===== src/design/assert_macros.svh =====
// Assertion macros shared by the interpolator RTL.
`ifndef ASSERT_MACROS_SVH
`define ASSERT_MACROS_SVH
`ifndef ASSERT_OFF
`define PLI_ASSERT(lbl, clk, rst_n, prop) \
	lbl: assert property (@(posedge clk) disable iff (!rst_n) (prop)) \
		else $error("assertion failed");
`define PLI_NEVER(lbl, clk, rst_n, cond) \
	lbl: assert property (@(posedge clk) disable iff (!rst_n) !(cond)) \
		else $error("forbidden condition seen");
`else
`define PLI_ASSERT(lbl, clk, rst_n, prop)
`define PLI_NEVER(lbl, clk, rst_n, cond)
`endif
`endif


===== src/design/pli_pkg.sv =====
// Types, constants and helpers of the piecewise linear interpolator.
`timescale 1ns / 1ps
package pli_pkg;

	localparam int Q_W       = 32;
	localparam int DIFF_W    = Q_W + 1;
	localparam int PROD_W    = 2 * Q_W;
	localparam int QUO_W     = 34;
	localparam int RES_W     = QUO_W + 1;
	localparam int IDX_W     = 9;
	localparam int CNT_W     = 9;
	localparam int STEP_W    = 6;
	localparam int MUL_STEPS = Q_W;
	localparam int DIV_STEPS = QUO_W;

	localparam logic REQ_WRITE = 1'b0;
	localparam logic REQ_QUERY = 1'b1;

	localparam logic [CNT_W-1:0] COUNT_RESET = 9'd2;
	localparam logic [Q_W-1:0]   Y_MAX       = 32'h7FFF_FFFF;
	localparam logic [Q_W-1:0]   Y_MIN       = 32'h8000_0000;

	typedef enum logic [2:0] {
		ST_IDLE,
		ST_RD0,
		ST_RD1,
		ST_CAPT,
		ST_EVAL,
		ST_LOAD,
		ST_MUL,
		ST_DIV
	} state_t;

	// Quotient and overflow flag handed back by the divider
	typedef struct packed {
		logic             ovf;
		logic [QUO_W-1:0] quo;
	} div_res_t;

	// Magnitude of a signed difference of two Q16.16 values
	function automatic logic [Q_W-1:0] mag33(input logic signed [DIFF_W-1:0] v);
		logic [DIFF_W-1:0] t;
		t = v[DIFF_W-1] ? DIFF_W'(-v) : DIFF_W'(v);
		return t[Q_W-1:0];
	endfunction

endpackage


===== src/design/pli_div.sv =====
// Restoring divider, 64 by 32 bits, one quotient bit per cycle, 34-bit quotient.
`timescale 1ns / 1ps
module pli_div (
	input  logic                       clk,
	input  logic                       arst_n,
	input  logic                       start,
	input  logic [pli_pkg::PROD_W-1:0] dividend,
	input  logic [pli_pkg::Q_W-1:0]    divisor,
	output logic                       done,
	output pli_pkg::div_res_t          res
);

	logic [pli_pkg::Q_W-1:0]    rem_q;
	logic [pli_pkg::QUO_W-1:0]  quo_q;
	logic [pli_pkg::Q_W-1:0]    d_q;
	logic                       ovf_q;
	logic [pli_pkg::STEP_W-1:0] cnt_q;
	logic                       run_q;
	logic                       done_q;
	logic [pli_pkg::Q_W:0]      trial;
	logic [pli_pkg::Q_W:0]      diff;
	logic                       fits;
	logic [pli_pkg::Q_W-1:0]    head;

	// Upper dividend bits that seed the remainder
	assign head  = pli_pkg::Q_W'(dividend[pli_pkg::PROD_W-1:pli_pkg::QUO_W]);

	// Shift in the next dividend bit and try the subtract
	assign trial = {rem_q, quo_q[pli_pkg::QUO_W-1]};
	assign diff  = trial - {1'b0, d_q};
	assign fits  = trial >= {1'b0, d_q};

	// Sequence control
	always_ff @(posedge clk or negedge arst_n) begin
		if (!arst_n) begin
			run_q  <= 1'b0;
			done_q <= 1'b0;
			cnt_q  <= '0;
		end else begin
			done_q <= run_q && (cnt_q == pli_pkg::STEP_W'(pli_pkg::DIV_STEPS - 1));
			if (start) begin
				run_q <= 1'b1;
				cnt_q <= '0;
			end else if (run_q) begin
				cnt_q <= cnt_q + pli_pkg::STEP_W'(1);
				if (cnt_q == pli_pkg::STEP_W'(pli_pkg::DIV_STEPS - 1)) begin
					run_q <= 1'b0;
				end
			end
		end
	end

	// Flag a quotient of 2^34 or more up front, then develop one bit a cycle
	always_ff @(posedge clk) begin
		if (start) begin
			rem_q <= head;
			quo_q <= dividend[pli_pkg::QUO_W-1:0];
			d_q   <= divisor;
			ovf_q <= head >= divisor;
		end else if (run_q) begin
			rem_q <= fits ? diff[pli_pkg::Q_W-1:0] : trial[pli_pkg::Q_W-1:0];
			quo_q <= {quo_q[pli_pkg::QUO_W-2:0], fits};
		end
	end

	assign done    = done_q;
	assign res.ovf = ovf_q;
	assign res.quo = quo_q;

endmodule


===== config.mk =====
export PLATFORM = sky130hd
export DESIGN_NAME = pli_div
export DESIGN_NICKNAME = d
export VERILOG_FILES = /design/src/design/assert_macros.svh /design/src/design/pli_pkg.sv /design/src/design/pli_div.sv
export SDC_FILE = /design/constraint.sdc
export NUM_CORES = 1
export LEC_CHECK = 0
export BUFFER_PORTS_ARGS = -buffer_cell sky130_fd_sc_hd__buf_4
export CAP_MARGIN = 20
export CORE_MARGIN = 2
export CORE_UTILIZATION = 25
export DETAILED_ROUTE_END_ITERATION = 10
export GPL_TIMING_DRIVEN = 0
export PLACE_DENSITY = 0.42
export SYNTH_ARGS = -nofsm -noshare
export SYNTH_HDL_FRONTEND = slang
export SYNTH_SLANG_ARGS = --single-unit

===== constraint.sdc =====
create_clock -name clk -period 3.9 [get_ports clk]
set_input_delay 0.195 -clock clk [delete_from_list [all_inputs] [get_ports clk]]
set_output_delay 0.195 -clock clk [all_outputs]
set_load 0.02 [all_outputs]

==> results of run 1 <==
==> final timing paths <==
path | to | slack [ps] | cells past startpoint
worst max-delay path | rem_q[26]$_DFFE_PP_ | 320 | 13
worst min-delay path | d_q[8]$_DFFE_PP_ | 20 | 1
worst max register to register | rem_q[26]$_DFFE_PP_ | 320 | 13
worst min register to register | rem_q[30]$_SDFFE_PP0P_ | 540 | 2
max in group asynchronous | done$_DFF_PN0_ | 3570 | 2
min in group asynchronous | cnt_q[4]$_DFFE_PN0P_ | 200 | 2
==> kinds of logic after synthesis <==
kind of cell,count (synthesis)
adders and majority gates,65
xor gates and xnor gates,33
buffers and inverters,97
and+or+nand+nor,120
muxes,88
DFF,107
AOI/OAI and AO/OA,124
==> where the power goes <==
part           switching [µW]  leakage [µW]  internal [µW]
combinational            1480       0.00269           1450
clock                     457      0.000147            511
sequential                127       0.00112           1560
total                    2060       0.00396           3520
==> state kept, by name, indices dropped and copies added, names as in the netlist <==
name	cells
cnt_q	6
d_q	32
done	1
ovf_q	1
quo_q	34
rem_q	32
run_q	1
==> metrics by stage <==
stage | util, % | area, µm² | setup slack [ps] | hold slack, ps
floorplan | - | 7090 | 767 | -101
global placement | 30.7 | 8560 | 75.9 | 22.5
detailed placement | 30.9 | 8590 | 94.7 | 22.7
CTS | 32.1 | 8950 | 79.0 | 0.191
global route | 32.3 | 8990 | 89.2 | 1.96
finish | 32.3 | 8990 | 320 | 19.6
==> cells in the final DEF (no fill, tap or decap), types with 3 or more instances in the layout <==
| master | netlist | final |
|---|---|---|
| mux2_1 | 5 | 5 |
| nor2_1 | 24 | 24 |
| nor2b_1 | 9 | 9 |
| a211oi_1 | 3 | 3 |
| nand3_1 | 12 | 12 |
| o21ai_0 | 19 | 19 |
| nand2_1 | 34 | 34 |
| o21bai_1 | 4 | 4 |
| mux2_4 | 9 | 9 |
| dlygate4sd3_1 | 0 | 8 |
| clkbuf_1 | 13 | 15 |
| xor2_1 | 18 | 18 |
| buf_2 | 5 | 5 |
| a21o_1 | 18 | 18 |
| and3_1 | 6 | 6 |
| nand2b_1 | 3 | 3 |
| inv_1 | 71 | 71 |
| o211ai_1 | 4 | 4 |
| ha_1 | 64 | 64 |
| mux2i_1 | 10 | 10 |
| a31oi_1 | 5 | 5 |
| o21ai_1 | 6 | 6 |
| edfxtp_1 | 97 | 97 |
| buf_4 | 1 | 135 |
| a21oi_1 | 40 | 40 |
| dfrtp_1 | 8 | 8 |
| clkbuf_16 | 0 | 9 |
| o31ai_1 | 4 | 3 |
| xnor2_1 | 15 | 15 |
| nand4_1 | 12 | 12 |
| nor3_1 | 9 | 9 |
| o21a_1 | 4 | 4 |
| mux2_2 | 64 | 64 |
==> synth_stat cells, types with 8 or more instances <==
cell type  instances  area [µm²]
nand3_1           12        60.1
nand4_1           12        75.1
mux2_2            64         721
nor2_1            24        90.1
a21oi_1           40         200
edfxtp_1          97        2910
nor2b_1            9        56.3
clkbuf_1          13        48.8
dfrtp_1            8         200
mux2i_1           10         100
o21ai_0           19        95.1
nor3_1             9        45.0
mux2_4             9         135
xnor2_1           15         131
nand2_1           34         128
inv_1             71         267
xor2_1            18         158
ha_1              64         801
a21o_1            18         135
==> metal layers <==
layer / share of wire [%] / GRT usage (%)
met5: 0 / 0
met3: 2.4 / 2.13
met2: 49 / 21.2
met4: 1.0 / 3.29
met1: 47 / 16.4
==> layout make-up <==
| type | instances | area [µm²] |
|---|---|---|
| Tap cell | 378 | 473 |
| Buffer | 26 | 151 |
| Multi-Input combinational cell | 430 | 3520 |
| Timing Repair Buffer | 144 | 1130 |
| Clock inverter | 5 | 67.6 |
| Fill cell | 2941 | 18900 |
| Clock buffer | 11 | 233 |
| Inverter | 71 | 267 |
| Sequential cell | 107 | 3150 |
==> worst register-to-register path, delay by kind of cell, from the launching register on <==
family / cells / cell delay (ps)
compound gates: 6 / 1480
mux: 2 / 560
fa+ha+maj: 2 / 580
xor+xnor: 1 / 170
flops: 1 / 390
buf+inv: 2 / 170
==> repair_timing <==
item,CTS,global route
hold buffers,6,2
gates resized for setup,0,1
hold endpoints to repair,13,2
endpoints found under the setup margin,0,3
==> impl_results.md, run 1 <==
* Initial antenna violation count at 0
* F_max at 279 MHz
* Post-CTS setup buffer count at 0
* Clock tree buffer depth at 2
* Synth cell types at 57
* Crit-path slowest cell: a31oi_1
* Register bit count reported by yosys at 107
* PwrDens at 621 nW/µm²
* GRT Total Usage at 12.5%
* CTS Sinks at 107
* Largest net degree at the start of global routing at 52
* Hold Fails Final Rpt at 0
* Crit path from: quo_q[33]$_DFFE_PP_
* Iteration-0 DRC Markers at 274
* Delay of the slowest cell on the worst path at 500 ps
* Initial cell density of the core at 25.4%
* PnR Total Power at 5580 µW
* Clock latency on the worst-skew pair at 360 ps
* Die Wd at 172 µm
* Worst EP required at 4010 ps
* Tmin final at 3580 ps
* Port buffer count at 134
* Largest family of logic cells by synthesized area: multiplexers
* Post-route ant nets at 0
* # diodes at 0
* Avg Vias per Cell at 4.32
* R2R Path Start: quo_q[33]$_DFFE_PP_
* Fin Setup TNS at 0 ps
* Multiplexer share of the synthesized area at 14.3%
* Die ar. at 29,700 µm²
* Slew Viols, Final at 0
* Share of cells above drive strength 1 at 30.9%
* Ports at 135
* Crit start category: flip-flop
* Compound-Gate Fraction of Synth Area at 11.2%
* Status: completed
* Hold_sp: divisor[8]
* TritonRoute pass-1 iters at 4
* Tightest Pin Transition at 734 ps
* Final wirelength at 18.1 mm
* Via count at 5,059
* CP Max Fanout at 5
* Grt total ovfl at 0
* Crit path DAT at 3690 ps
* Synth Warn # at 0
* Num rows at 61
* CP Class: flip-flop to flip-flop
* Syn Inst Count at 634
* Clock tree root buffer cell: clkbuf_16
* P&R area growth vs syn at 26.9%
* EDFF count, synth at 97
* First-pass GRT wire length at 28.2 mm
* Setup violations, final at 0
* WL per Instance at 15.5 µm
* Min-delay worst type: primary input to flip-flop
* DRC viols at 0
* Inserted Clock Buffers at 9
* Worst-path cell chain: inv_1, ha_1, inv_1, fa_1, a21oi_1, o21ai_0, a21oi_1, o31ai_2, a31oi_1, o21bai_1, xor2_1, mux2_1, mux2_2
* Final std cells w/o fill at 1,172
* Max_cap viols at 0
* Crit path max-delay family: compound AO/OA/AOI/OAI gates
* Worst Path Buf+Inv at 2
* Setup crit end kind: flip-flop
* RSZ-0062 raised after global routing: false
* Simple-Gate Fraction of Synth Area at 8.44%
* GPL Wtd Cong at 0.740
* Lkg Pwr at 0.00396 µW
* Syn Std Cell Area at 7090 µm²
* Max-slew headroom at 51.0%
* Post-synth net total at 798
* Tcrit/Tclk final at 91.8%
* Syn Area/Cell at 11.2 µm²
* Die Y at 172 µm
* XOR/XNOR share of the synthesized area at 4.08%
* CTS tree: built
* Synthesized-area fraction occupied by adder cells at 11.6%
* H-tree levels at 3
* Clock Skew at 9.62 ps
* VDD IR-drop max at 252 µV
* Post-DP HPWL at 14.0 mm
* Vias in the first global route at 5,190
* Nets at 953
* Async SR Flop Fraction at 7.48%
* Register area share after synthesis at 44.5%
* Core ar. at 27,900 µm²
* Reg clk slew, reported paths at 70 ps
* Most used flip-flop cell after synthesis: edfxtp_1
* Post-Place Cells at 1,147
Note: power is estimated with default switching activity, not from simulation.
==> inputs of run 2 (changes only) <==
--- a/config.mk
+++ b/config.mk
@@ -11,7 +11,7 @@
 export CORE_UTILIZATION = 25
 export DETAILED_ROUTE_END_ITERATION = 10
 export GPL_TIMING_DRIVEN = 0
-export PLACE_DENSITY = 0.42
+export PLACE_DENSITY = 0.44
 export SYNTH_ARGS = -nofsm -noshare
 export SYNTH_HDL_FRONTEND = slang
 export SYNTH_SLANG_ARGS = --single-unit
==> constraint.sdc (replaced) <==
create_clock -name clk -period 3.1 [get_ports clk]
set_input_delay 0.155 -clock clk [delete_from_list [all_inputs] [get_ports clk]]
set_output_delay 0.155 -clock clk [all_outputs]
set_load 0.02 [all_outputs]
==> run 2 against run 1 <==
The run now ends with setup timing left. Largest power group unchanged. Critical path depth unchanged. Maximum frequency up 14%. Design area up 8.1%. Largest cell class unchanged. Highest routed layer unchanged.
==> impl_results.md, run 2 (same netlist as run 1, synthesis figures left out) <==
* Status: complete, but fails checks
* Failing checks: setup timing
* Inserted Clock Buffers at 9
* CTS Sinks at 107
* Iteration-0 DRC Markers at 230
* Clock latency on the worst-skew pair at 350 ps
* Die Y at 172 µm
* CP Class: flip-flop to flip-flop
* DRC viols at 0
* Nets at 998
* VDD IR-drop max at 413 µV
* WL per Instance at 15.4 µm
* Max-slew headroom at 53.3%
* Worst Path Buf+Inv at 3
* # diodes at 0
* Biggest registers after layout: quo_q (34), d_q (32), rem_q (32)
* Worst-path cell chain: ha_4, buf_6, a21oi_4, and2_4, a211o_1, a31oi_4, and3_4, o21ai_4, o21ai_4, buf_12, buf_8, mux2_4, mux2_4
* TritonRoute pass-1 iters at 4
* Initial cell density of the core at 25.4%
* F_max at 319 MHz
* First-pass GRT wire length at 29.2 mm
* Reg with most FFs: quo_q
* Core ar. at 27,900 µm²
* Largest net degree at the start of global routing at 59
* Slew Viols, Final at 0
* CP Max Fanout at 4
* PnR Total Power at 7950 µW
* Lkg Pwr at 0.00426 µW
* Post-DP HPWL at 13.8 mm
* Die ar. at 29,700 µm²
* Clock tree root buffer cell: clkbuf_16
* Setup slack after layout at -31.3 ps
* Setup violations, final at 13
* Port buffer count at 134
* Clock Skew at 10.1 ps
* Setup crit end kind: flip-flop
* Ports at 135
* Min-delay worst type: primary input to flip-flop
* Placed cell area at 8600 µm²
* Most common cell after layout, fill and taps aside: buf_4
* H-tree levels at 3
* P&R area growth vs syn at 37.2%
* Hold Fails Final Rpt at 0
* RSZ-0062 raised after global routing: true
* Tmin final at 3130 ps
* Worst EP required at 3200 ps
* Via count at 5,321
* Avg Vias per Cell at 4.37
* Die Wd at 172 µm
* Largest register FFs at 34
* Post-route ant nets at 0
* Share of cells above drive strength 1 at 36.4%
* Most frequent cells in the layout: 154 x buf_4, 97 x edfxtp_1, 70 x inv_1
* Crit start category: flip-flop
* GPL Wtd Cong at 0.727
* PwrDens at 818 nW/µm²
* Final wirelength at 18.7 mm
* Final Cell Area at 9720 µm²
* Num rows at 61
* CTS tree: built
* Clock tree buffer depth at 2
* Fillers at 2,860
* Post-layout util at 34.9%
* Delay of the slowest cell on the worst path at 430 ps
* Crit-path slowest cell: edfxtp_1
* Initial antenna violation count at 0
* GRT Total Usage at 12.8%
* Crit path max-delay family: compound AO/OA/AOI/OAI gates
* Max_cap viols at 0
* Tcrit/Tclk final at 101%
* Crit path DAT at 3230 ps
* Reg clk slew, reported paths at 80 ps
* Vias in the first global route at 5,365
* Tightest Pin Transition at 700 ps
* Grt total ovfl at 0
-- run 2: cell count changes in the layout (fill, tap and decap cells not counted), moves of 3 or more --
cell           before  now
dlygate4sd3_1       8   31
buf_4             135  154
mux2_4              9   23
a21oi_1            40   30
mux2_2             64   55
a21oi_2             2    9
ha_1               64   58
mux2_1              5    0
ha_4                0    4
a21oi_4             0    3
a31oi_4             0    3
buf_12              1    4
o21ai_0            19   16
-- run 2: final cells by class --
type	instances	area [µm²]	share of cell area [%]
multi-input cells	430	3810	39.2
flip-flops and latches	107	3150	32.4
repair buffers	191	1560	16.0
well taps	378	473	4.86
inverters	71	267	2.74
clock buffers	10	229	2.36
plain buffers	24	156	1.61
clock inverters	6	72.6	0.746
-- run 2: timing repair --
action,CTS,global route
gates cloned,1,0
setup buffers,20,4
setup endpoints to repair,33,33
endpoints found under the hold margin,38,0
gates resized for setup,48,21
hold buffers,31,0
pin swaps,12,10
-- run 2: final timing paths --
| kind | cells past startpoint | endpoint | slack (ps) | startpoint |
|---|---|---|---|---|
| max | 13 | rem_q[9]$_DFFE_PP_ | -30 | rem_q[3]$_DFFE_PP_ |
| min | 1 | d_q[22]$_DFFE_PP_ | 30 | divisor[22] |
| max reg2reg | 13 | rem_q[9]$_DFFE_PP_ | -30 | rem_q[3]$_DFFE_PP_ |
| min reg2reg | 2 | rem_q[30]$_SDFFE_PP0P_ | 550 | rem_q[30]$_SDFFE_PP0P_ |
| max in group asynchronous | 2 | cnt_q[5]$_DFFE_PN0P_ | 2810 | arst_n |
| min in group asynchronous | 2 | cnt_q[3]$_DFFE_PN0P_ | 160 | arst_n |
-- run 2: report_power, final --
group | switching [µW] | internal [µW] | total [µW]
logic | 2140 | 2440 | 4580
registers | 176 | 1970 | 2150
clock network | 585 | 641 | 1230
-- run 2: layer usage --
layer / vias up / routed length, µm / GRT usage [%]
li1: 2697 / - / -
met1: 2551 / 8820 / 17.1
met2: 66 / 9340 / 21.8
met3: 7 / 388 / 1.95
met4: 0 / 146 / 2.74
met5: - / 0 / 0
-- run 2: metrics by stage --
stage	hold WS (ps)	worst slack (ps)	TNS, ps	cells
after global routing	9.09	-151	-2740	1217
after CTS	15.3	-52.1	-756	1215
final	25.1	-31.3	-292	1217
after detailed placement	-18.1	-478	-10650	1148
after global placement	-18.1	-597	-48410	1146
after floorplan	-141	10.0	0	634
