File: config.mk
export PLATFORM = sky130hd
export DESIGN_NAME = pli_mul
export DESIGN_NICKNAME = d
export VERILOG_FILES = /design/src/design/assert_macros.svh /design/src/design/pli_pkg.sv /design/src/design/pli_mul.sv
export SDC_FILE = /design/constraint.sdc
export NUM_CORES = 1
export LEC_CHECK = 0
export BUFFER_PORTS_ARGS = -buffer_cell sky130_fd_sc_hd__buf_2
export CORE_AREA = 2 2 125 127
export DETAILED_ROUTE_END_ITERATION = 10
export DIE_AREA = 0 0 127 129
export GPL_ROUTABILITY_DRIVEN = 0
export PLACE_DENSITY = 0.65
export SETUP_SLACK_MARGIN = 0.4
export SLEW_MARGIN = 25
export SYNTH_ARGS = -nofsm -noshare
export SYNTH_HDL_FRONTEND = slang
export SYNTH_SLANG_ARGS = --single-unit
export TNS_END_PERCENT = 5
File: constraint.sdc
create_clock -name clk -period 5.3 [get_ports clk]
set_input_delay 0 -clock clk [delete_from_list [all_inputs] [get_ports clk]]
set_output_delay 0 -clock clk [all_outputs]
set_load 0.02 [all_outputs]
File: src/design/assert_macros.svh
// Assertion macros shared by the interpolator RTL.
`ifndef ASSERT_MACROS_SVH
`define ASSERT_MACROS_SVH
`ifndef ASSERT_OFF
`define PLI_ASSERT(lbl, clk, rst_n, prop) \
	lbl: assert property (@(posedge clk) disable iff (!rst_n) (prop)) \
		else $error("assertion failed");
`define PLI_NEVER(lbl, clk, rst_n, cond) \
	lbl: assert property (@(posedge clk) disable iff (!rst_n) !(cond)) \
		else $error("forbidden condition seen");
`else
`define PLI_ASSERT(lbl, clk, rst_n, prop)
`define PLI_NEVER(lbl, clk, rst_n, cond)
`endif
`endif

File: src/design/pli_pkg.sv
// Types, constants and helpers of the piecewise linear interpolator.
`timescale 1ns / 1ps
package pli_pkg;

	localparam int Q_W       = 32;
	localparam int DIFF_W    = Q_W + 1;
	localparam int PROD_W    = 2 * Q_W;
	localparam int QUO_W     = 34;
	localparam int RES_W     = QUO_W + 1;
	localparam int IDX_W     = 9;
	localparam int CNT_W     = 9;
	localparam int STEP_W    = 6;
	localparam int MUL_STEPS = Q_W;
	localparam int DIV_STEPS = QUO_W;

	localparam logic REQ_WRITE = 1'b0;
	localparam logic REQ_QUERY = 1'b1;

	localparam logic [CNT_W-1:0] COUNT_RESET = 9'd2;
	localparam logic [Q_W-1:0]   Y_MAX       = 32'h7FFF_FFFF;
	localparam logic [Q_W-1:0]   Y_MIN       = 32'h8000_0000;

	typedef enum logic [2:0] {
		ST_IDLE,
		ST_RD0,
		ST_RD1,
		ST_CAPT,
		ST_EVAL,
		ST_LOAD,
		ST_MUL,
		ST_DIV
	} state_t;

	// Quotient and overflow flag handed back by the divider
	typedef struct packed {
		logic             ovf;
		logic [QUO_W-1:0] quo;
	} div_res_t;

	// Magnitude of a signed difference of two Q16.16 values
	function automatic logic [Q_W-1:0] mag33(input logic signed [DIFF_W-1:0] v);
		logic [DIFF_W-1:0] t;
		t = v[DIFF_W-1] ? DIFF_W'(-v) : DIFF_W'(v);
		return t[Q_W-1:0];
	endfunction

endpackage

File: src/design/pli_mul.sv
// Bit-serial 32x32 shift-add multiplier, one multiplier bit per cycle.
`timescale 1ns / 1ps
module pli_mul (
	input  logic                       clk,
	input  logic                       arst_n,
	input  logic                       start,
	input  logic [pli_pkg::Q_W-1:0]    a,
	input  logic [pli_pkg::Q_W-1:0]    b,
	output logic                       done,
	output logic [pli_pkg::PROD_W-1:0] product
);

	logic [pli_pkg::PROD_W-1:0] p_q;
	logic [pli_pkg::Q_W-1:0]    b_q;
	logic [pli_pkg::STEP_W-1:0] cnt_q;
	logic                       run_q;
	logic                       done_q;
	logic [pli_pkg::Q_W:0]      sum;

	// Add the multiplicand into the upper half when the low bit is set
	assign sum = {1'b0, p_q[pli_pkg::PROD_W-1:pli_pkg::Q_W]}
		+ (p_q[0] ? {1'b0, b_q} : '0);

	// Sequence control
	always_ff @(posedge clk or negedge arst_n) begin
		if (!arst_n) begin
			run_q  <= 1'b0;
			done_q <= 1'b0;
			cnt_q  <= '0;
		end else begin
			done_q <= run_q && (cnt_q == pli_pkg::STEP_W'(pli_pkg::MUL_STEPS - 1));
			if (start) begin
				run_q <= 1'b1;
				cnt_q <= '0;
			end else if (run_q) begin
				cnt_q <= cnt_q + pli_pkg::STEP_W'(1);
				if (cnt_q == pli_pkg::STEP_W'(pli_pkg::MUL_STEPS - 1)) begin
					run_q <= 1'b0;
				end
			end
		end
	end

	// Load operands, then shift the partial product right one bit a cycle
	always_ff @(posedge clk) begin
		if (start) begin
			p_q <= {{pli_pkg::Q_W{1'b0}}, a};
			b_q <= b;
		end else if (run_q) begin
			p_q <= {sum, p_q[pli_pkg::Q_W-1:1]};
		end
	end

	assign done    = done_q;
	assign product = p_q;

endmodule

==> flow_summary.ini, run 1 <==
[yosys]
syn_nets = 660
synthSimpleGateAreaFrac_pct = 15.6
syn_area_per_cell_um2 = 10.6
synth_fa_ha_area_share_pct = 7.32
synthTopCellsByCount = edfxtp_1, nand2_1, a21oi_1
synth_compound_area_share_pct = 16.3
yosys.area.top_type_share_pct = 32.5
syn_area_um2 = 5910
ys_seq_area_share_pct = 46.7
syn_inst = 559
synth_top_family_by_area = compound AO/OA/AOI/OAI gates
synth_warnings = 0
synth.area.mux_share_pct = 7.96
yosysTopAreaCell = edfxtp_1
synth.distinct_cells = 69
synth_edf_count = 64
async_flop_share_pct = 7.69
synth_seq_cells = 104
synth-xor-area-share_pct = 2.96
synth_area_leaders = edfxtp_1, dfxtp_1, ha_1
synth_flop_cell = edfxtp_1
yosysMostFrequentCell = edfxtp_1

[timing]
slew_headroom_pct = 39.2
tns_ps = 0
rsz0062_at_grt = false
hold_violations = 1
drv_slew = 0
timing.final.crit_share_pct = 61.6
timing.hold.ws_ps = -0.0921
skew_ps = 13.5
finalSetupViolCount = 0
max_freq_mhz = 306
worst-slew-pin-transition_ps = 912
period_minus_slack_ps = 3260

[worst_setup_path]
r2r_start = product[0]
crit_start = product[0]
rrSetupSlack_ps = 2040
critical_path_class = flip-flop to flip-flop
crit_arrival_ps = 3470
crit_path_start_kind = flip-flop
cp_max_fo = 33
required_ps = 5510
end_kind = flip-flop

[run_status]
violations = negative hold slack
outcome = finished with violations

[floorplanning]
die-height_um = 129
dieArea_um2 = 16400
pin_count = 132
core_area_um2 = 15000
row_count = 45
initial_core_util_pct = 39.5
die_x_um = 127

[drt]
wl_um = 15400
dr_total_vias = 5010
viasPerCell = 5.36
drc = 0
wl_per_cell_um = 16.5
first_pass_iters = 4
drtIter0Drc = 331
final_antenna_net_count = 0

[grt]
grt_usage_pct = 19.2
grt_max_degree = 50
antenna_found_initial = 0
grt_overflow_total = 0
grt_pass1_vias = 5140
grt_pass1_wl_um = 25000

[power]
leakagePower_nw = 3.33
power_w = 0.00278
vdd_drop_max_mv = 0.215
p_per_area_nw_per_um2 = 364

[layout]
layout-drive-gt1-share_pct = 26.2
final_core_util_pct = 51.1
insertedDiodeCount = 0
syn_to_final_growth_pct = 29.5
num-fill-cells = 1391
multi_input_area_um2 = 2970
seq_area_um2 = 2760
fin_nets = 843

[clock_network]
cts_tree = yes
h-tree-depth = 3
numCtsBuffers = 9
root_buffer = clkbuf_16
cts_max_path_buffers = 2
cts_sinks = 104
clk_pin_slew_ps = 90
clk_latency_ps = 370
post_cts_resized = 0

[placement]
dp.final_hpwl_um = 10500
io_buffers = 131

[run]
cap_violations = 0

[min_path]
hold_path.class = input port to asynchronous set/reset pin
==> cell usage in the layout (no fill, tap or decap), types with 3 or more instances in the layout <==
cell type	netlist	final
clkbuf_16	0	9
nand4_1	10	10
mux2i_1	11	11
and2_1	37	37
dfxtp_1	32	32
dfrtp_1	8	8
or4_1	4	4
o31ai_1	3	3
ha_1	33	33
o21a_1	6	6
nand3_1	15	15
buf_4	1	4
o21ai_1	7	7
a21oi_1	39	39
clkinv_8	0	3
a31oi_1	5	5
a21o_1	10	10
buf_2	10	130
inv_8	0	3
mux2_2	32	32
o22ai_1	3	3
nand2_1	45	45
dlygate4sd3_1	0	65
o21bai_1	4	4
nand2b_1	4	4
xor2_1	8	8
xnor2_1	12	12
edfxtp_1	64	64
and3_1	7	7
a211oi_1	3	3
nor2_1	33	33
or3_1	5	5
o21ai_0	23	23
a41oi_1	3	3
o211ai_1	9	9
nor3_1	9	9
inv_1	11	10
==> through the flow <==
stage          instance area, µm²  hold WS [ps]  instances  setup slack, ps
3_5_place_dp                 6690          -147        854             2050
6_report                     7660       -0.0921        935             2040
4_1_cts                      7660          2.19        935             2020
5_1_grt                      7660          20.1        935             1780
3_3_place_gp                 6690          -151        854             2120
2_1_floorplan                5910          -296        559             2650
==> layer usage <==
layer	share of wire (%)	track usage (%)	routed length, µm	vias up
met5	0	0	0	-
met4	1.7	5.49	270	0
met3	6.1	5.90	937	26
met2	49	33.1	7540	162
met1	43	23.4	6690	2376
li1	-	-	-	2446
==> where the power goes <==
| group | switching (W) | internal [W] |
|---|---|---|
| clock network | 0.000356 | 0.000343 |
| registers | 0.0000966 | 0.000987 |
| logic | 0.000596 | 0.000406 |
==> worst paths after layout <==
path,end,cells past startpoint
worst max-delay path,product[51],10
worst min-delay path,cnt_q[0],2
worst max register to register,product[51],10
worst min register to register,done,1
max in group asynchronous,cnt_q[1],2
min in group clk,b_q[23],1
==> cells by family (layout without fill, tap and decap cells) <==
family          after synthesis  after routing
fa+ha+maj                    34             34
compound gates              140            140
flops                       104            104
buf+inv                      39            227
xor+xnor                     20             20
simple gates                179            179
mux                          43             43
==> area by class of cell <==
type | count | share of cell area, %
Clock buffer | 9 | 2.94
Clock inverter | 7 | 1.19
Inverter | 12 | 0.588
Multi-Input combinational cell | 416 | 38.7
Sequential cell | 104 | 36.1
Tap cell | 188 | 3.07
Timing Repair Buffer | 199 | 17.4
==> registers in the layout (all words and copies together) (netlist names) <==
name / flops
b_q: 32
cnt_q: 6
done: 1
product: 64
run_q: 1
==> what timing repair did <==
item,4_1_cts,5_1_grt
hold endpoints to repair,72,0
hold buffers,65,0
setup buffers,0,0
==> critical path: stages, from the launching register on <==
cell      delay (ps)
edfxtp_1         780
and2_1           300
ha_1             200
fa_1             400
a21oi_1          250
o21ai_2          110
a211oi_4         400
o21ai_4          100
a21oi_1          290
xor2_1           170
o21ai_0           90
(Power assumes the default switching activity.)
==> inputs of run 2 (changes only) <==
PLACE_DENSITY = 0.68   (was 0.65)
clock period = 2.8 ns   (was 5.3 ns; I/O delays follow)
==> flow_summary.ini, run 2 (same netlist as run 1, synthesis figures left out) <==
[run_status]
outcome = finished, final reports clean

[clock_network]
cts_sinks = 104
cts_max_path_buffers = 2
h-tree-depth = 3
root_buffer = clkbuf_16
clk_latency_ps = 370
numCtsBuffers = 9
cts_tree = yes
clk_pin_slew_ps = 80

[grt]
grt_usage_pct = 19.5
grt_pass1_vias = 5161
antenna_found_initial = 0
grt_pass1_wl_um = 25500
grt_overflow_total = 0
grt_max_degree = 33

[placement]
dp.final_hpwl_um = 11000
place_ws_ps = 74.2
place_inst = 878
io_buffers = 131

[floorplanning]
pin_count = 132
core_area_um2 = 15000
row_count = 45
die-height_um = 129
dieArea_um2 = 16400
initial_core_util_pct = 39.5
die_x_um = 127

[timing]
finalSetupViolCount = 0
skew_ps = 14.0
max_freq_mhz = 375
timing.final.crit_share_pct = 95.3
worst-slew-pin-transition_ps = 506
drv_slew = 0
rsz0062_at_grt = true
tns_ps = 0
hold_violations = 0
slew_headroom_pct = 65.9
period_minus_slack_ps = 2670
fin_ws_ps = 131

[power]
vdd_drop_max_mv = 0.346
leakagePower_nw = 3.44
power_w = 0.00544
p_per_area_nw_per_um2 = 680

[drt]
wl_um = 15600
drc = 0
dr_total_vias = 5096
final_antenna_net_count = 0
viasPerCell = 5.30
first_pass_iters = 4
drtIter0Drc = 269
wl_per_cell_um = 16.2

[worst_setup_path]
crit_path_start_kind = flip-flop
end_kind = flip-flop
critical_path_class = flip-flop to flip-flop
required_ps = 3060
crit_arrival_ps = 2930
rrSetupSlack_ps = 130
cp_max_fo = 32

[layout]
fin_nets = 870
final_common_cell = buf_2
insertedDiodeCount = 0
final_cells = 962
layout-drive-gt1-share_pct = 31.7
largest_reg_flops = 64
final_cell_mix = buf_2, dlygate4sd3_1, edfxtp_1, nand2_1
syn_to_final_growth_pct = 35.3
num-fill-cells = 1302

[min_path]
hold_path.class = input port to asynchronous set/reset pin

[run]
cap_violations = 0
-- run 2: changes by cell type in the layout (fill, tap and decap cells not counted), sizes merged --
cell	change
inv	-1
buf	+27
clkinvlp	+2
clkinv	-1
-- run 2: area by class of cell --
type                            instances  area [µm²]  area share, %
Clock inverter                          7        78.8          0.985
Inverter                               12        45.0          0.563
Timing Repair Buffer                  226        1550           19.3
Clock buffer                            9         225           2.82
Tap cell                              188         235           2.94
Sequential cell                       104        2760           34.5
Multi-Input combinational cell        416        3110           38.8
-- run 2: stage by stage --
| step | hold slack (ps) | util (%) | instance area (µm²) |
|---|---|---|---|
| after floorplan | -296 | - | 6010 |
| after global placement | -152 | 46.6 | 6980 |
| after detailed placement | -142 | 46.6 | 6980 |
| after CTS | 12.0 | 53.1 | 7950 |
| after global routing | 41.0 | 53.4 | 8000 |
| final | 14.9 | 53.4 | 8000 |
-- run 2: final timing paths --
path | startpoint | endpoint | cells past startpoint
worst max-delay path | product[0] | product[62] | 10
worst min-delay path | arst_n | cnt_q[0] | 2
worst max register to register | product[0] | product[62] | 10
worst min register to register | product[53] | product[53] | 2
max in group asynchronous | arst_n | cnt_q[2] | 2
min in group clk | start | cnt_q[3] | 2
-- run 2: layer usage --
layer,vias to the layer above,GRT usage (%),share of wire (%)
met2,150,33.0,49
met5,-,0,0
met3,16,4.45,6.4
met4,0,6.92,1.8
met1,2432,24.6,43
li1,2498,-,-
-- run 2: timing repair --
| item | CTS | global route |
|---|---|---|
| setup buffers | 1 | 2 |
| hold endpoints to repair | 72 | 0 |
| pin swaps | 2 | 6 |
| gates resized for setup | 2 | 10 |
| hold buffers | 65 | 0 |
| endpoints found under the setup margin | 20 | 25 |
-- run 2: power by group --
| group | internal, W | switching (W) | total (W) |
|---|---|---|---|
| clock network | 0.000635 | 0.000650 | 0.00128 |
| registers | 0.00187 | 0.000179 | 0.00205 |
| logic | 0.000904 | 0.00120 | 0.00211 |
| total | 0.00341 | 0.00203 | 0.00544 |
-- run 2: critical path, cell delays in order, from the launching register on --
cell and delay [ps]:
edfxtp_1 440, buf_12 190, and2_1 150, ha_2 380
nand4_1 180, o22ai_1 280, a41oi_1 190, a21oi_1 220
o22a_1 190, o31ai_1 70, a221o_1 250
==> inputs of run 3 (changes only) <==
ABC_AREA = 1   (was unset)
CELL_PAD_IN_SITES_DETAIL_PLACEMENT = 0   (was unset)
CELL_PAD_IN_SITES_GLOBAL_PLACEMENT = 1   (was unset)
CORE_AREA = 2 2 137 139   (was 2 2 125 127)
DIE_AREA = 0 0 139 141   (was 0 0 127 129)
PLACE_DENSITY = 0.8   (was 0.68)
==> flow_summary.ini, run 3 <==
[run_status]
outcome = finished, final reports clean

[yosys]
syn_inst = 907
synth_area_leaders = edfxtp_1, nand2_1, dfxtp_1
synth_seq_cells = 104
syn_area_um2 = 6390
ys_seq_area_share_pct = 43.2
async_flop_share_pct = 7.69
synth_edf_count = 64
syn_area_per_cell_um2 = 7.05
synth_flop_cell = edfxtp_1
yosysMostFrequentCell = nand2_1
synth.distinct_cells = 32
synth_warnings = 0
yosys.area.top_type_share_pct = 30.1
synthTopCellsByCount = nand2_1, inv_1, nor2_1
yosysTopAreaCell = edfxtp_1
syn_nets = 1008

[worst_setup_path]
critical-path-top-delay-family = simple AND/OR/NAND/NOR gates
cp_max_fo = 21
crit_path_start_kind = flip-flop
critical_path_buf_inv_count = 2
crit_arrival_ps = 2520
path_cells = buf_6 -> nand2_1 -> inv_1 -> ha_1 -> nand2_1 -> nor2_1 -> nand3_1 -> nand3_1 -> a21oi_1 -> nand2_1 -> nand2_1 -> nor2_1 -> nor2_1
timing.critical_path.mode_cell = nand2_1
required_ps = 3040
critical_path_class = flip-flop to flip-flop
crit_slowest_cell = edfxtp_1
end_kind = flip-flop
critPathMaxStageDelay_ps = 420

[grt]
grt_usage_pct = 18.5
antenna_found_initial = 0
grt_overflow_total = 0
grt_max_degree = 48
grt_pass1_wl_um = 29200
grt_pass1_vias = 5940

[clock_network]
cts_sinks = 104
h-tree-depth = 3
numCtsBuffers = 9
cts_max_path_buffers = 2
cts_tree = yes
clk_pin_slew_ps = 80
root_buffer = clkbuf_16
clk_latency_ps = 360

[placement]
dp.final_hpwl_um = 13300
placedInstanceArea_um2 = 7350
io_buffers = 131
place_ws_ps = 465

[power]
leakagePower_nw = 4.68
p_per_area_nw_per_um2 = 541
vdd_drop_max_mv = 0.305

[drt]
topRoutingLayerUsed = met4
final_antenna_net_count = 0
drtIter0Drc = 277
first_pass_iters = 4
viasPerCell = 4.50
drc = 0
wl_met2_um = 8120
met3_wirelength_um = 970
dr_total_vias = 6066
wl_per_cell_um = 13.3
wl_met1_um = 8570
wl_um = 17900

[timing]
skew_ps = 17.3
max_freq_mhz = 440
finalSetupViolCount = 0
drv_slew = 0
tns_ps = 0
worst-slew-pin-transition_ps = 594
period_minus_slack_ps = 2270
hold_violations = 0
timing.hold.ws_ps = 71.9
fin_ws_ps = 528
slew_headroom_pct = 60.4
timing.final.crit_share_pct = 81.2
rsz0062_at_grt = true

[floorplanning]
initial_core_util_pct = 35.0
dieArea_um2 = 19600
die_x_um = 139
row_count = 50
die-height_um = 141
core_area_um2 = 18300
pin_count = 132

[layout]
final_core_util_pct = 45.8
final_common_cell = nand2_1
postLayoutCellArea_um2 = 8370
layout-drive-gt1-share_pct = 16.8
num-fill-cells = 1923
final_cell_mix = nand2_1, inv_1, buf_2, nor2_1, dlygate4sd3_1
syn_to_final_growth_pct = 31.0
fin_nets = 1210
largest_reg_flops = 64
insertedDiodeCount = 0

[min_path]
hold_path.class = input port to flip-flop

[run]
cap_violations = 0
## run 3: cell types whose count changed in the layout (fill, tap and decap cells not counted), sizes merged, moves of 9 or more
cell | previous run | this run
a21o | 10 | 1
buf | 161 | 142
mux2 | 32 | 0
o21ai | 32 | 20
nand3 | 16 | 46
o211ai | 9 | 0
inv | 15 | 162
mux2i | 11 | 0
and2 | 37 | 0
a21oi | 40 | 30
nor2 | 35 | 82
nand2 | 45 | 377
## run 3: routing by layer
metal	track usage, %	vias up
met5	0	-
met4	5.42	0
met3	4.11	15
met2	30.4	143
met1	24.5	2701
li1	-	3207
## run 3: worst paths after layout
check / start / end / slack [ps] / depth (start not counted)
setup / recovery: product[0] / product[48] / 530 / 13
hold / removal: start / b_q[20] / 70 / 1
setup reg to reg: product[0] / product[48] / 530 / 13
hold reg to reg: cnt_q[4] / cnt_q[4] / 470 / 1
max in group asynchronous: arst_n / run_q / 1890 / 3
min in group asynchronous: arst_n / cnt_q[0] / 640 / 3
## run 3: report_power, final
group	leakage [nW]	internal, W	switching, W
clock	0.158	0.000723	0.000661
combinational	3.49	0.000478	0.000756
sequential	1.03	0.00180	0.000111
## run 3: layout make-up
| type | count | area, µm² | area share [%] |
|---|---|---|---|
| clock buffers | 9 | 225 | 2.69 |
| clock inverters | 7 | 100 | 1.20 |
| inverters | 160 | 601 | 7.17 |
| multi-input cells | 626 | 2990 | 35.7 |
| flip-flops and latches | 104 | 2760 | 33.0 |
| well taps | 234 | 293 | 3.50 |
| repair buffers | 208 | 1400 | 16.8 |
## run 3: kinds of logic (layout without fill, tap and decap cells)
| kind of cell | after synthesis | count (layout) | share of synthesized area [%] |
|---|---|---|---|
| DFF | 104 | 104 | 43.2 |
| adders and majority gates | 34 | 34 | 6.77 |
| xor gates and xnor gates | 9 | 9 | 1.23 |
| buffers and inverters | 177 | 384 | 10.5 |
| AOI/OAI and AO/OA | 61 | 61 | 5.52 |
| and+or+nand+nor | 522 | 522 | 32.8 |
## run 3: timing repair
item,4_1_cts,5_1_grt
endpoints found under the hold margin,72,0
hold buffers,66,0
gates resized for setup,0,10
buffers inserted,0,1
setup endpoints to repair,0,16
## run 3: stage by stage
stage | cells | total power [W]
after floorplan | 907 | 0.00270
after global placement | 1265 | 0.00310
after detailed placement | 1265 | 0.00310
after CTS | 1347 | 0.00458
after global routing | 1348 | 0.00480
final | 1348 | 0.00453
## run 3: worst reg2reg max path: stages (launching register included)
cell	delay, ps
edfxtp_1	420
buf_6	190
nand2_1	80
inv_1	40
ha_1	350
nand2_1	150
nor2_1	220
nand3_1	140
nand3_1	210
a21oi_1	120
nand2_1	70
nand2_1	40
nor2_1	90
nor2_1	50
